[src/hw/rtl/fgt_pkg.sv]
`default_nettype none

package fgt_pkg;

    // Field widths of a request and a response, the group count setting and the group counters
    localparam int unsigned GRP_W   = 6;
    localparam int unsigned PORT_W  = 3;
    localparam int unsigned OWNER_W = 8;
    localparam int unsigned CFG_W   = 7;
    localparam int unsigned CNT_W   = 32;

    // Table sizes follow the field widths
    localparam int unsigned GROUPS    = 2 ** GRP_W;
    localparam int unsigned KEY_W     = PORT_W + OWNER_W + GRP_W;
    localparam int unsigned KEY_SLOTS = 2 ** KEY_W;

    localparam logic [CFG_W-1:0] CFG_RESET = CFG_W'(GROUPS);

    // Request kinds
    localparam logic KIND_XLATE   = 1'b0;
    localparam logic KIND_REVERSE = 1'b1;

    // Response status codes
    localparam logic STAT_OK  = 1'b0;
    localparam logic STAT_ERR = 1'b1;

    // Access to the key store
    typedef struct packed {
        logic             rd_en;
        logic             wr_en;
        logic [KEY_W-1:0] addr;
        logic [GRP_W-1:0] wdata;
    } t_key_cmd;

    // Access to the group table
    typedef struct packed {
        logic             rd_en;
        logic [GRP_W-1:0] rd_addr;
        logic             alloc;
        logic             bump;
        logic [GRP_W-1:0] wr_addr;
        logic [GRP_W-1:0] origin;
    } t_tbl_cmd;

    // Group table read data and free search result
    typedef struct packed {
        logic             used;
        logic [GRP_W-1:0] origin;
        logic             free_found;
        logic [GRP_W-1:0] free_idx;
    } t_tbl_rsp;

endpackage

`default_nettype wire

[src/hw/rtl/fgt_group_table.sv]
`default_nettype none

module fgt_group_table (
    input  wire                        i_clk,
    input  wire                        i_rst_n,
    input  wire fgt_pkg::t_tbl_cmd     i_cmd,
    input  wire [fgt_pkg::CFG_W-1:0]   i_limit,
    output fgt_pkg::t_tbl_rsp          o_rsp
);

    logic [fgt_pkg::CNT_W-1:0] cnt_mem    [fgt_pkg::GROUPS];
    logic [fgt_pkg::GRP_W-1:0] origin_mem [fgt_pkg::GROUPS];

    logic [fgt_pkg::GROUPS-1:0] r_used;
    logic [fgt_pkg::CNT_W-1:0]  r_cnt_rd;
    logic [fgt_pkg::GRP_W-1:0]  r_origin_rd;
    logic                       r_used_rd;

    logic [fgt_pkg::CNT_W-1:0]  cnt_wdata;
    logic [fgt_pkg::GROUPS-1:0] cand;
    logic [fgt_pkg::GROUPS-1:0] lowest;
    logic [fgt_pkg::GRP_W-1:0]  free_idx;

    // Mark groups in use; a group is never released
    always_ff @(posedge i_clk) begin
        if (!i_rst_n) begin
            r_used <= '0;
        end else if (i_cmd.alloc) begin
            r_used[i_cmd.wr_addr] <= 1'b1;
        end
    end

    // New group starts at one, a bump saturates
    assign cnt_wdata = i_cmd.alloc ? fgt_pkg::CNT_W'(1) :
                       ((&r_cnt_rd) ? r_cnt_rd : r_cnt_rd + 1'b1);

    // Count and origin memories, registered read
    always_ff @(posedge i_clk) begin
        if (i_cmd.alloc || i_cmd.bump) begin
            cnt_mem[i_cmd.wr_addr] <= cnt_wdata;
        end
        if (i_cmd.alloc) begin
            origin_mem[i_cmd.wr_addr] <= i_cmd.origin;
        end
        if (i_cmd.rd_en) begin
            r_cnt_rd    <= cnt_mem[i_cmd.rd_addr];
            r_origin_rd <= origin_mem[i_cmd.rd_addr];
        end
    end

    // Track the in-use flag of the entry just read
    always_ff @(posedge i_clk) begin
        if (!i_rst_n) begin
            r_used_rd <= 1'b0;
        end else if (i_cmd.rd_en) begin
            r_used_rd <= r_used[i_cmd.rd_addr];
        end
    end

    // Free groups from one up to one below the limit
    always_comb begin
        for (int i = 0; i < fgt_pkg::GROUPS; i++) begin
            cand[i] = ~r_used[i] && (i != 0) && (fgt_pkg::CFG_W'(i) < i_limit);
        end
    end

    // Isolate the lowest free group and encode it
    assign lowest = cand & (~cand + 1'b1);

    always_comb begin
        free_idx = '0;
        for (int i = 0; i < fgt_pkg::GROUPS; i++) begin
            if (lowest[i]) begin
                free_idx = free_idx | fgt_pkg::GRP_W'(i);
            end
        end
    end

    assign o_rsp.used       = r_used_rd;
    assign o_rsp.origin     = r_origin_rd;
    assign o_rsp.free_found = |cand;
    assign o_rsp.free_idx   = free_idx;

endmodule

`default_nettype wire

[config.mk]
export PLATFORM = sky130hd
export DESIGN_NAME = fgt_group_table
export DESIGN_NICKNAME = d
export VERILOG_FILES = /design/src/hw/rtl/fgt_pkg.sv /design/src/hw/rtl/fgt_group_table.sv
export SDC_FILE = /design/constraint.sdc
export NUM_CORES = 1
export LEC_CHECK = 0
export ABC_AREA = 1
export ABC_CLOCK_PERIOD_IN_PS = 8000
export BUFFER_PORTS_ARGS = -buffer_cell sky130_fd_sc_hd__buf_2
export CAP_MARGIN = 20
export CORE_MARGIN = 4
export CORE_UTILIZATION = 45
export DETAILED_ROUTE_END_ITERATION = 10
export PLACE_DENSITY = 0.58
export SYNTH_ARGS = -nofsm -noshare
export SYNTH_HDL_FRONTEND = slang
export SYNTH_SLANG_ARGS = --single-unit
[constraint.sdc]
create_clock -name i_clk -period 8 [get_ports i_clk]
set_input_delay 1.6 -clock i_clk [delete_from_list [all_inputs] [get_ports i_clk]]
set_output_delay 1.6 -clock i_clk [all_outputs]
set_load 0.05 [all_outputs]
==> results.yml <==
timing:
  setup_tns_ns: 0
  worst_pin_slew_ns: 1.16
  slew_violations: 0
  relSlewSlack: 0.227
  finalCriticalPeriod_ns: 6.10
  clock.fmax_mhz: 164
  skew_ns: 0.0146
  rsz0062_at_grt: "no"
  finalHoldViolations: 0
  setup_violations: 0
  finalCritPeriodShare: 0.762
synthesis:
  yosysSeqAreaShare: 0.623
  ys_ff_latch: 455
  syn_area_mm2: 0.0209
  synthArstFlopShare: 0
  synth_top_flop_cell: "edfxtp_1"
  synth_edf_count: 390
  syn_nets: 2260
  avgSynthCellArea_um2: 9.37
  synthesis.instances: 2230
  yosysWarnings: 0
  yosysUniqueCellTypes: 36
run:
  maxCapViolations: 0
cts:
  clk_path_buf_depth: 3
  clock_latency_ns: 0.58
  cts.root.buffer_cell: "clkbuf_16"
  clock_sink_count: 455
  cts_hold_buffers: 0
  cts_tree: "done"
  path_clk_slew_ns: 0.06
  cts_setup_buffers: 0
  cts_made_buffers: 47
  htree_levels: 2
  ctsResizeCount: 0
final_layout:
  final_net_count: 2259
  syn2layout_area_growth_pct: 10.9
  antenna_cells: 0
  seq_area_mm2: 0.0130
  multiInputGateArea_mm2: 0.00698
  drive_gt1_frac: 0.0697
  fill_cells: 4263
power_and_ir_drop:
  powerDensity_mw_per_mm2: 223
  ir_drop_uv: 228
  p_total_mw: 5.17
  p_leak_nw: 8.12
global_route:
  grt_antenna_before_repair: 1
  grt_pass1_wl_mm: 96.0
  grt_usage: 0.250
  overflow: 0
  grt_pass1_vias: 15600
  grt_max_degree: 186
floorplan:
  fp.dieArea_mm2: 0.0499
  fp.dieH_um: 223
  die_x_um: 223
  initial_core_util: 0.457
  top_level_ports: 44
  rows: 78
  core_mm2: 0.0457
hold_path:
  worstHoldEndpoint: "r_used[0]$_SDFFE_PN0P_"
  min_from: "r_used[0]$_SDFFE_PN0P_"
  hold_depth: 2
  hold_class: "flip-flop to flip-flop"
drt:
  avgRoutedWirePerCell_um: 22.1
  drc: 0
  vias: 16300
  dr.pass1.iters: 5
  drt-initial-drc-count: 1912
  drtAntennaViolNets: 0
  vias_per_cell: 5.69
  finalWirelength_mm: 63.5
setup_path:
  end_kind: "primary output"
  r2r-end: "r_origin_rd[2]$_DFFE_PP_"
  cp.arrival_ns: 4.50
  cp-start-kind: "input port"
  rr_startpoint: "origin_mem[38][2]$_DFFE_PP_"
  crit_type: "input port to primary output"
  ff2ff_path_depth: 6
  crit_required_ns: 6.40
  cp_max_fo: 32
  rrSetupSlack_ns: 6.17
place:
  port_buffers: 42
  dp_hpwl_mm: 41.2
  routabilityCongestion: 0.944
run_status:
  status: "completed"
-- registers in the layout, summed over array words and instances, names as in the netlist --
register     cells
r_origin_rd      6
r_used          64
r_used_rd        1
origin_mem     384
-- per-stage QoR --
stage / area, um^2 / hold WS (ns) / setup WS, ns / utilization / cells
6_report: 23200 / 0.475 / 1.90 / 0.507 / 2868
5_1_grt: 23200 / 0.511 / 1.60 / 0.507 / 2868
4_1_cts: 23100 / 0.480 / 1.90 / 0.506 / 2865
3_5_place_dp: 21500 / 0.460 / 1.90 / 0.472 / 2777
3_3_place_gp: 21500 / 0.450 / 1.94 / 0.472 / 2777
2_1_floorplan: 20900 / 0.435 / 2.85 / - / 2230
-- area by class of cell --
class | count | area share
Tap cell | 600 | 0.0324
Clock buffer | 65 | 0.0585
Sequential cell | 455 | 0.561
Multi-Input combinational cell | 1545 | 0.301
Clock inverter | 23 | 0.00896
Inverter | 122 | 0.0200
Timing Repair Buffer | 58 | 0.0177
-- critical path: stages --
cell and delay [ns]:
buf_2 0.15, nor2_4 0.53, nand2_1 0.21, o21bai_2 0.24, nand2_2 0.15, nor2_4 0.21, nand2_1 0.15, nor2_1 0.26
and2_1 0.22, nand3_1 0.18, nand2_1 0.14, nor2_1 0.05, nand2_1 0.06, nor2_1 0.04, nand2_1 0.04, buf_2 0.25
-- synthesized netlist by cell type (16+ instances only) --
cell / count / area, um^2
nand2_1: 275 / 1030
o221ai_1: 16 / 140
nand3_1: 90 / 450
clkbuf_1: 97 / 364
nor2_1: 632 / 2370
dfxtp_1: 65 / 1300
nor3_1: 32 / 160
nand4_1: 17 / 106
edfxtp_1: 390 / 11700
inv_1: 117 / 439
o21ai_0: 284 / 1420
a21oi_1: 31 / 155
o22ai_1: 111 / 694
-- per-layer routing --
layer,up-vias,global-route usage,wire length (um)
met5,-,0,12
met4,2,0.0724,1830
met3,115,0.0338,4350
met2,627,0.402,29700
met1,7857,0.357,27600
li1,7732,-,-
-- logic make-up after synthesis --
kind of cell	synth area share
compound gates	0.123
buf+inv	0.0432
flops	0.623
simple gates	0.211
-- cells in the final DEF (no fill, tap or decap), types with 4 or more instances in the layout --
| cell type | count |
|---|---|
| clkbuf_8 | 9 |
| nor2_1 | 632 |
| o221ai_1 | 16 |
| buf_12 | 4 |
| clkbuf_1 | 8 |
| clkinv_1 | 5 |
| o21ai_0 | 284 |
| dfxtp_1 | 65 |
| nor2_4 | 8 |
| clkbuf_16 | 48 |
| o22ai_1 | 111 |
| buf_4 | 12 |
| nand4_1 | 17 |
| buf_2 | 40 |
| nand3_1 | 90 |
| nor2_2 | 5 |
| clkinv_2 | 14 |
| nor3_1 | 32 |
| nand2_1 | 275 |
| inv_1 | 115 |
| a21oi_1 | 31 |
| edfxtp_1 | 390 |
| o211ai_1 | 11 |
| and2_1 | 4 |
| nand3b_1 | 14 |
-- how the worst max path moves through the flow --
stage	slack, ns	cells past startpoint	start	endpoint
6_report	1.90	16	i_limit[6]	o_rsp[5]
5_1_grt	1.60	16	i_limit[6]	o_rsp[5]
4_1_cts	1.90	16	i_limit[6]	o_rsp[5]
3_5_place_dp	1.90	16	i_limit[6]	o_rsp[5]
3_3_place_gp	1.94	16	i_limit[6]	o_rsp[5]
2_1_floorplan	2.85	16	i_limit[2]	o_rsp[1]
-- power by group --
group	total [mW]	internal (mW)	switching, mW
combinational	0.383	0.0914	0.291
clock	2.19	1.28	0.907
sequential	2.60	2.59	0.00620
Power figures use the tool's default switching activity.
